===== config.mk =====
export PLATFORM = sky130hd
export DESIGN_NAME = fifo_queue_search_remove_top
export DESIGN_NICKNAME = d
export VERILOG_FILES = /design/src/fqsr_pkg.sv /design/src/fqsr_ram.sv /design/src/fqsr_ctrl.sv /design/src/fqsr_dp.sv /design/src/fifo_queue_search_remove_top.sv
export SDC_FILE = /design/constraint.sdc
export NUM_CORES = 1
export LEC_CHECK = 0
export BUFFER_PORTS_ARGS = -buffer_cell sky130_fd_sc_hd__clkbuf_2
export CAP_MARGIN = 20
export CORE_MARGIN = 2
export CORE_UTILIZATION = 40
export DETAILED_ROUTE_END_ITERATION = 7
export SLEW_MARGIN = 20
export SYNTH_ARGS = -nofsm -noshare
export SYNTH_HDL_FRONTEND = slang
export SYNTH_SLANG_ARGS = --single-unit
export TNS_END_PERCENT = 5

===== constraint.sdc =====
create_clock -name clk -period 6.19 [get_ports clk]
set_clock_uncertainty 0.1 [all_clocks]
set_input_delay 0.9285 -clock clk [delete_from_list [all_inputs] [get_ports clk]]
set_output_delay 0.9285 -clock clk [all_outputs]
set_load 0.05 [all_outputs]

===== src/fqsr_pkg.sv =====
`timescale 1ns / 1ps
`default_nettype none
package fqsr_pkg;

  localparam int DEPTH_DEF = 16;
  localparam int HANDLE_W  = 16;
  localparam int ID_W      = 15;
  localparam int THREAD_W  = 16;
  localparam int KEY_W     = 16;
  localparam int COUNT_W   = 5;

  typedef enum logic [1:0] {
    OP_PUSH   = 2'd0,
    OP_POP    = 2'd1,
    OP_LOOKUP = 2'd2,
    OP_DELETE = 2'd3
  } op_t;

  typedef enum logic [1:0] {
    ST_OK   = 2'd0,
    ST_MISS = 2'd1,
    ST_FULL = 2'd2
  } status_t;

  typedef struct packed {
    logic [HANDLE_W-1:0] handle;
    logic [ID_W-1:0]     id;
    logic [THREAD_W-1:0] thread;
  } entry_t;

  typedef enum logic [2:0] {
    S_IDLE,
    S_SCAN_RD,
    S_SCAN_CMP,
    S_SHIFT,
    S_SHIFT_WR,
    S_FINISH
  } state_t;

  // controller to datapath
  typedef struct packed {
    logic accept;
    logic push_wr;
    logic res_full;
    logic res_miss;
    logic scan_clr;
    logic rd_scan;
    logic scan_inc;
    logic hit_lookup;
    logic hit_remove;
    logic rd_shift;
    logic wr_shift;
    logic dec_count;
    logic load_out;
  } dp_cmd_t;

  // datapath to controller
  typedef struct packed {
    op_t  op_in;
    logic key_neg;
    op_t  op_q;
    logic empty;
    logic full;
    logic match;
    logic last;
    logic more;
    logic out_busy;
  } dp_stat_t;

endpackage
`default_nettype wire


===== src/fqsr_ram.sv =====
`timescale 1ns / 1ps
`default_nettype none
module fqsr_ram #(
  parameter int WIDTH = 8,
  parameter int DEPTH = 16
) (
  input  wire logic                     clk,
  input  wire logic                     we,
  input  wire logic [$clog2(DEPTH)-1:0] waddr,
  input  wire logic [WIDTH-1:0]         wdata,
  input  wire logic [$clog2(DEPTH)-1:0] raddr,
  output logic      [WIDTH-1:0]         rdata
);

  logic [WIDTH-1:0] mem [DEPTH];

  always_ff @(posedge clk) begin
    if (we) begin
      mem[waddr] <= wdata;
    end
    rdata <= mem[raddr];
  end

endmodule
`default_nettype wire


===== src/fqsr_ctrl.sv =====
`timescale 1ns / 1ps
`default_nettype none
module fqsr_ctrl (
  input  wire logic              clk,
  input  wire logic              rst,
  input  wire logic              in_valid,
  output logic                   in_ready,
  input  wire fqsr_pkg::dp_stat_t stat,
  output fqsr_pkg::dp_cmd_t      cmd
);

  import fqsr_pkg::*;

  state_t state, state_next;

  always_ff @(posedge clk) begin
    if (rst) begin
      state <= S_IDLE;
    end else begin
      state <= state_next;
    end
  end

  always_comb begin
    state_next = state;
    case (state)
      S_IDLE: begin
        if (in_valid) begin
          case (stat.op_in)
            OP_PUSH:   state_next = S_FINISH;
            OP_POP:    state_next = stat.empty ? S_FINISH : S_SCAN_RD;
            OP_LOOKUP: state_next = (stat.empty || stat.key_neg) ? S_FINISH : S_SCAN_RD;
            OP_DELETE: state_next = stat.empty ? S_FINISH : S_SCAN_RD;
            default:   state_next = S_FINISH;
          endcase
        end
      end
      S_SCAN_RD: state_next = S_SCAN_CMP;
      S_SCAN_CMP: begin
        if (stat.match) begin
          state_next = (stat.op_q == OP_LOOKUP) ? S_FINISH : S_SHIFT;
        end else if (stat.last) begin
          state_next = S_FINISH;
        end else begin
          state_next = S_SCAN_RD;
        end
      end
      S_SHIFT:    state_next = stat.more ? S_SHIFT_WR : S_FINISH;
      S_SHIFT_WR: state_next = S_SHIFT;
      S_FINISH:   state_next = stat.out_busy ? S_FINISH : S_IDLE;
      default:    state_next = S_IDLE;
    endcase
  end

  always_comb begin
    cmd      = '0;
    in_ready = 1'b0;
    case (state)
      S_IDLE: begin
        in_ready = 1'b1;
        if (in_valid) begin
          cmd.accept = 1'b1;
          case (stat.op_in)
            OP_PUSH: begin
              cmd.res_full = stat.full;
              cmd.push_wr  = !stat.full;
            end
            OP_LOOKUP: begin
              cmd.res_miss = stat.empty || stat.key_neg;
              cmd.scan_clr = !(stat.empty || stat.key_neg);
            end
            default: begin
              cmd.res_miss = stat.empty;
              cmd.scan_clr = !stat.empty;
            end
          endcase
        end
      end
      S_SCAN_RD: cmd.rd_scan = 1'b1;
      S_SCAN_CMP: begin
        if (stat.match) begin
          cmd.hit_lookup = (stat.op_q == OP_LOOKUP);
          cmd.hit_remove = (stat.op_q != OP_LOOKUP);
        end else if (stat.last) begin
          cmd.res_miss = 1'b1;
        end else begin
          cmd.scan_inc = 1'b1;
        end
      end
      S_SHIFT: begin
        cmd.rd_shift  = stat.more;
        cmd.dec_count = !stat.more;
      end
      S_SHIFT_WR: cmd.wr_shift = 1'b1;
      S_FINISH:   cmd.load_out = !stat.out_busy;
      default: ;
    endcase
  end

endmodule
`default_nettype wire


===== src/fqsr_dp.sv =====
`timescale 1ns / 1ps
`default_nettype none
module fqsr_dp #(
  parameter int DEPTH = fqsr_pkg::DEPTH_DEF
) (
  input  wire logic                               clk,
  input  wire logic                               rst,
  input  wire fqsr_pkg::dp_cmd_t                  cmd,
  output fqsr_pkg::dp_stat_t                      stat,
  input  wire logic [1:0]                         op,
  input  wire logic [fqsr_pkg::HANDLE_W-1:0]      entry_handle,
  input  wire logic [fqsr_pkg::ID_W-1:0]          entry_id,
  input  wire logic [fqsr_pkg::THREAD_W-1:0]      entry_thread,
  input  wire logic signed [fqsr_pkg::KEY_W-1:0]  key_id,
  output logic                                    out_valid,
  input  wire logic                               out_ready,
  output logic [1:0]                              status,
  output logic [fqsr_pkg::HANDLE_W-1:0]           out_handle,
  output logic [fqsr_pkg::THREAD_W-1:0]           out_thread,
  output logic [fqsr_pkg::COUNT_W-1:0]            count
);

  import fqsr_pkg::*;

  localparam int IDX_W = $clog2(DEPTH);
  localparam int CNT_W = $clog2(DEPTH + 1);

  logic [CNT_W-1:0]    entry_count;
  logic [IDX_W-1:0]    idx;
  op_t                 op_q;
  logic [HANDLE_W-1:0] handle_q;
  logic [ID_W-1:0]     key_q;
  status_t             w_status;
  logic [HANDLE_W-1:0] w_handle;
  logic [THREAD_W-1:0] w_thread;
  logic [COUNT_W-1:0]  cnt_out;

  logic                ram_we;
  logic [IDX_W-1:0]    ram_waddr;
  logic [IDX_W-1:0]    ram_raddr;
  entry_t              ram_wdata;
  entry_t              ram_rdata;
  entry_t              push_entry;
  logic [CNT_W-1:0]    idx_plus;

  assign push_entry = '{handle: entry_handle, id: entry_id, thread: entry_thread};
  assign idx_plus   = CNT_W'(idx) + CNT_W'(1);

  assign ram_we    = cmd.push_wr | cmd.wr_shift;
  assign ram_waddr = cmd.push_wr ? entry_count[IDX_W-1:0] : idx;
  assign ram_wdata = cmd.push_wr ? push_entry : ram_rdata;
  assign ram_raddr = cmd.rd_shift ? (idx + IDX_W'(1)) : idx;

  fqsr_ram #(
    .WIDTH ($bits(entry_t)),
    .DEPTH (DEPTH)
  ) u_ram (
    .clk   (clk),
    .we    (ram_we),
    .waddr (ram_waddr),
    .wdata (ram_wdata),
    .raddr (ram_raddr),
    .rdata (ram_rdata)
  );

  always_comb begin
    stat.op_in    = op_t'(op);
    stat.key_neg  = key_id[KEY_W-1];
    stat.op_q     = op_q;
    stat.empty    = (entry_count == '0);
    stat.full     = (entry_count == CNT_W'(DEPTH));
    case (op_q)
      OP_POP:    stat.match = 1'b1;
      OP_LOOKUP: stat.match = (ram_rdata.id == key_q);
      OP_DELETE: stat.match = (ram_rdata.handle == handle_q);
      default:   stat.match = 1'b0;
    endcase
    stat.last     = (idx_plus == entry_count);
    stat.more     = (idx_plus < entry_count);
    stat.out_busy = out_valid && !out_ready;
  end

  always_ff @(posedge clk) begin
    if (rst) begin
      entry_count <= '0;
    end else if (cmd.push_wr) begin
      entry_count <= entry_count + CNT_W'(1);
    end else if (cmd.dec_count) begin
      entry_count <= entry_count - CNT_W'(1);
    end
  end

  // working result and scan index
  always_ff @(posedge clk) begin
    if (cmd.accept) begin
      op_q     <= op_t'(op);
      handle_q <= entry_handle;
      key_q    <= key_id[ID_W-1:0];
      w_handle <= '0;
      w_thread <= '0;
      if (cmd.res_full) begin
        w_status <= ST_FULL;
      end else if (cmd.res_miss) begin
        w_status <= ST_MISS;
      end else begin
        w_status <= ST_OK;
      end
    end else if (cmd.res_miss) begin
      w_status <= ST_MISS;
    end else if (cmd.hit_lookup) begin
      w_thread <= ram_rdata.thread;
    end else if (cmd.hit_remove && op_q == OP_POP) begin
      w_handle <= ram_rdata.handle;
    end
    if (cmd.scan_clr) begin
      idx <= '0;
    end else if (cmd.scan_inc || cmd.wr_shift) begin
      idx <= idx + IDX_W'(1);
    end
  end

  generate
    if (CNT_W >= COUNT_W) begin : g_cnt_trunc
      assign cnt_out = entry_count[COUNT_W-1:0];
    end else begin : g_cnt_ext
      assign cnt_out = {{(COUNT_W - CNT_W){1'b0}}, entry_count};
    end
  endgenerate

  always_ff @(posedge clk) begin
    if (rst) begin
      out_valid <= 1'b0;
    end else if (cmd.load_out) begin
      out_valid <= 1'b1;
    end else if (out_ready) begin
      out_valid <= 1'b0;
    end
  end

  always_ff @(posedge clk) begin
    if (cmd.load_out) begin
      status     <= w_status;
      out_handle <= w_handle;
      out_thread <= w_thread;
      count      <= cnt_out;
    end
  end

`ifndef ASSERT_OFF
  a_count_bound: assert property (@(posedge clk) disable iff (rst)
    entry_count <= CNT_W'(DEPTH))
    else $error("entry count above depth");

  a_push_room: assert property (@(posedge clk) disable iff (rst)
    cmd.push_wr |-> (entry_count < CNT_W'(DEPTH)))
    else $error("push write into full queue");

  a_scan_range: assert property (@(posedge clk) disable iff (rst)
    cmd.rd_scan |-> (CNT_W'(idx) < entry_count))
    else $error("scan read beyond tail");

  a_load_free: assert property (@(posedge clk) disable iff (rst)
    cmd.load_out |-> !(out_valid && !out_ready))
    else $error("result overwrites a pending transaction");

  a_dec_nonempty: assert property (@(posedge clk) disable iff (rst)
    cmd.dec_count |-> (entry_count != '0))
    else $error("removal from empty queue");
`endif

endmodule
`default_nettype wire


===== src/fifo_queue_search_remove_top.sv =====
// From accept to out_valid: a push, a negative-key lookup or any op on an empty queue
// goes straight to the finish state; a lookup, pop or delete scans slots in order (a
// read then a compare state per slot) to a hit or the tail; a pop or delete hit then
// shifts later entries down. One operation at a time: the next is accepted the cycle
// after the result is registered; a stalled result holds the next one in finish state.
// Reset (rst, synchronous, active high) empties the queue and drops any pending result.
`timescale 1ns / 1ps
`default_nettype none
module fifo_queue_search_remove_top #(
  parameter int DEPTH = fqsr_pkg::DEPTH_DEF
) (
  input  wire logic                               clk,
  input  wire logic                               rst,
  input  wire logic                               in_valid,
  output logic                                    in_ready,
  input  wire logic [1:0]                         op,
  input  wire logic [fqsr_pkg::HANDLE_W-1:0]      entry_handle,
  input  wire logic [fqsr_pkg::ID_W-1:0]          entry_id,
  input  wire logic [fqsr_pkg::THREAD_W-1:0]      entry_thread,
  input  wire logic signed [fqsr_pkg::KEY_W-1:0]  key_id,
  output logic                                    out_valid,
  input  wire logic                               out_ready,
  output logic [1:0]                              status,
  output logic [fqsr_pkg::HANDLE_W-1:0]           out_handle,
  output logic [fqsr_pkg::THREAD_W-1:0]           out_thread,
  output logic [fqsr_pkg::COUNT_W-1:0]            count
);

  import fqsr_pkg::*;

  dp_cmd_t  cmd;
  dp_stat_t stat;

  fqsr_ctrl u_ctrl (
    .clk      (clk),
    .rst      (rst),
    .in_valid (in_valid),
    .in_ready (in_ready),
    .stat     (stat),
    .cmd      (cmd)
  );

  fqsr_dp #(
    .DEPTH (DEPTH)
  ) u_dp (
    .clk          (clk),
    .rst          (rst),
    .cmd          (cmd),
    .stat         (stat),
    .op           (op),
    .entry_handle (entry_handle),
    .entry_id     (entry_id),
    .entry_thread (entry_thread),
    .key_id       (key_id),
    .out_valid    (out_valid),
    .out_ready    (out_ready),
    .status       (status),
    .out_handle   (out_handle),
    .out_thread   (out_thread),
    .count        (count)
  );

endmodule
`default_nettype wire

==> results.py <==
metrics = {
    "finish": {
        "finalNetCount": 3121,
        "synthToLayoutAreaGrowth_pct": 13.6,
        "fin_area_um2": 46000,
        "num-fill-cells": 8689,
        "antenna_cells": 0,
        "final_cells": 4483,
        "drive_gt1_share_pct": 13.5,
    },
    "timing": {
        "setup_viol": 0,
        "slew_viol_final": 0,
        "tns_ns": 0,
        "hold_viol": 0,
        "max_freq_mhz": 211,
        "relSlewSlack_pct": 25.3,
        "rsz0062_at_grt": "false",
        "min_period_ns": 4.75,
        "worst_slew_pin_slew_ns": 1.12,
        "period_share_pct": 76.7,
    },
    "detailed_routing": {
        "drt_first_iter_violations": 3246,
        "dr.pass1.iters": 8,
        "vias": 27627,
        "ant_nets": 0,
        "wl_um": 115000,
        "drc": 0,
        "drt-wirelength-per-cell_um": 25.6,
        "vias_per_cell": 6.16,
    },
    "worst_setup_path": {
        "cp_common_cell": "buf_4",
        "path_max_fanout": 91,
        "cp_cell_sequence": "buf_4 > clkinv_2 > nor3_1 > a31oi_1 > nor2_4 > buf_4",
        "cp_data_arrival_time_ns": 4.99,
        "r2r-start": "u_dp.idx[0]",
        "r2r_slack_ns": 1.44,
        "cp-endpoint": "u_dp.u_ram.mem[9][46]",
        "reg2reg_depth": 6,
        "slowest_stage": "clkinv_2",
        "required_ns": 6.43,
        "worst_setup_path_start_kind": "flop",
        "worstSetupPathType": "flop to flop",
        "worstSetupEndpointType": "flop",
        "reg2reg_to": "u_dp.u_ram.mem[9][46]",
        "worst_path_largest_cell_delay_ns": 0.94,
        "cp-startpoint": "u_dp.idx[0]",
    },
    "synth": {
        "ys_warn_count": 0,
        "syn_area_per_cell_um2": 13.3,
        "yosysUniqueCellTypes": 67,
        "synth_seq_cells": 918,
        "ys_top_cells_by_count": "edfxtp_1, o22ai_1, mux2i_1",
        "syn-num-nets": 3114,
        "synthArstFlopShare_pct": 0,
        "netlist_instances": 3035,
        "synth_most_common_cell": "edfxtp_1",
        "synth_top_area_cell": "edfxtp_1",
        "synth_edf_count": 826,
        "synth_area_um2": 40500,
        "synth_ff_type": "edfxtp_1",
        "synth_top_area_share_pct": 61.3,
        "seq_area_frac_synth_pct": 65.8,
        "ys_top_cells_by_area": "edfxtp_1, mux2i_1, o22ai_1",
    },
    "clock_network": {
        "cts.path.max_buffers": 3,
        "cts_resized": 0,
        "cts_buffers": 97,
        "postCtsSetupBuffers": 0,
        "hold_buffers": 0,
        "cts_tree": "built",
        "root_buffer": "clkbuf_16",
        "htreeDepth": 3,
        "clock_latency_ns": 0.68,
        "cts_sinks": 918,
        "path_clk_slew_ns": 0.06,
    },
    "floorplanning": {
        "design.die.area_um2": 104000,
        "io_pins": 110,
        "die_y_um": 322,
        "initial_core_util_pct": 40.4,
        "die_x_um": 322,
        "fp-row-count": 116,
        "core_area_um2": 100000,
    },
    "placed_design": {
        "dp.cells": 4299,
        "dpl_cell_area_um2": 42500,
        "io_buffer_count": 109,
        "gp_congestion": 0.782,
        "hpwl_um": 62500,
    },
    "global_route": {
        "grt_pass1_wl_um": 170000,
        "antenna_found_initial": 1,
        "grt_usage_pct": 21.7,
        "grt_overflow_total": 0,
        "grt_pass1_vias": 27285,
        "grt_max_degree": 232,
    },
    "hold_path": {
        "holdCritStartpoint": "key_id[8]",
        "hp-class": "primary input to flop",
    },
    "pwr": {
        "vdd_ir_drop_max_v": 0.000477,
        "leakagePower_nw": 14.9,
        "pwr_density_cell_nw_per_um2": 487,
    },
    "outcome": {
        "outcome": "completed",
    },
    "flow_run": {
        "maxCapViolCount": 0,
    },
}
[worst min path at each step]
stage / cells past startpoint / to
global route: 1 / u_dp.key_q[8]
global placement: 0 / u_dp.status[0]
detailed placement: 0 / u_dp.out_handle[10]
floorplan: 0 / u_dp.status[0]
CTS: 1 / u_dp.key_q[8]
finish: 1 / u_dp.key_q[8]
[final cells by class]
type                    count  area, um2  share of cell area, %
inverters                  13       52.6                  0.114
clock inverters            61        827                   1.80
clock buffers             122       2630                   5.73
repair buffers            163       1170                   2.53
flip-flops and latches    918      26700                   57.9
well taps                1357       1700                   3.69
multi-input cells        1849      13000                   28.2
[cell usage in the layout, fill, tap and decap left out, types with 5 or more instances in the layout]
master        n
a21oi_1     162
clkinvlp_4   12
a211oi_1     90
nor2b_1      99
nor2_4       18
buf_4        36
and3_1       19
nor3_1       98
nand2_1     176
dfxtp_1      90
nor2_1       35
buf_12       15
mux2i_1     263
o22ai_1     295
a22oi_1      44
xor2_1       23
a21boi_0     28
mux2_2       51
nand4b_1     18
inv_6         8
bufinv_16    17
nand3_1      12
o21ai_0     107
clkbuf_16    99
xnor2_1      17
a32oi_1      48
nand2b_1      5
a31oi_1       8
o21ai_1      13
clkbuf_1     16
nor4_1        8
ha_1          8
edfxtp_1    826
clkbuf_2    109
inv_1        10
clkbuf_8      7
nand4_1      33
clkinv_2     19
o221ai_1    121
[worst max-delay path: cells and delay by family (launching register included)]
| kind | cells | cell delay (ns) |
|---|---|---|
| compound gates | 1 | 0.22 |
| buf+inv | 3 | 2.18 |
| flops | 1 | 0.70 |
| simple gates | 2 | 1.13 |
[registers in the layout, indices dropped and copies added, names as in the netlist, 4 cells and up]
register	count
u_dp.w_thread	16
u_dp.key_q	15
u_dp.count	5
u_dp.cnt_out	5
u_dp.out_thread	16
u_dp.u_ram.mem	752
u_dp.out_handle	16
u_dp.w_handle	16
u_dp.u_ram.rdata	47
u_dp.idx	4
u_dp.handle_q	16
[kinds of logic (layout without fill, tap and decap cells)]
family	Yosys count	after routing	synth area share [%]
adder cells (fa/ha/maj)	10	10	0.328
buffers and inverters	268	359	2.73
multiplexers	316	316	8.00
AND/OR/NAND/NOR	541	541	6.88
XOR/XNOR	40	40	0.865
AO/OA/AOI/OAI	942	942	15.4
flip-flops	918	918	65.8
[per-layer routing]
layer	global-route usage [%]	wire length (um)	vias to the layer above	share of wire (%)
met5	0	0	-	0
met4	8.64	4070	0	3.5
met3	3.69	9530	250	8.3
met2	35.1	53700	1238	47
met1	29.2	47500	13898	41
li1	-	-	12241	-
[power by group]
group / switching, mW / internal (mW) / total, mW
clock network: 2.49 / 3.75 / 6.25
logic: 5.11 / 2.48 / 7.59
registers: 0.454 / 8.10 / 8.55
[per-stage QoR]
| step | total power [mW] | util, % | worst slack [ns] | hold slack (ns) |
|---|---|---|---|---|
| detailed placement | 16.2 | 42.4 | 1.10 | 0.315 |
| finish | 22.4 | 45.9 | 1.44 | 0.325 |
| floorplan | 13.8 | - | 1.34 | 0.300 |
| global route | 23.4 | 45.9 | 1.16 | 0.312 |
| CTS | 22.4 | 45.8 | 1.24 | 0.292 |
| global placement | 15.9 | 42.4 | 1.22 | 0.306 |
No activity file was read; power rests on OpenSTA's default activity.
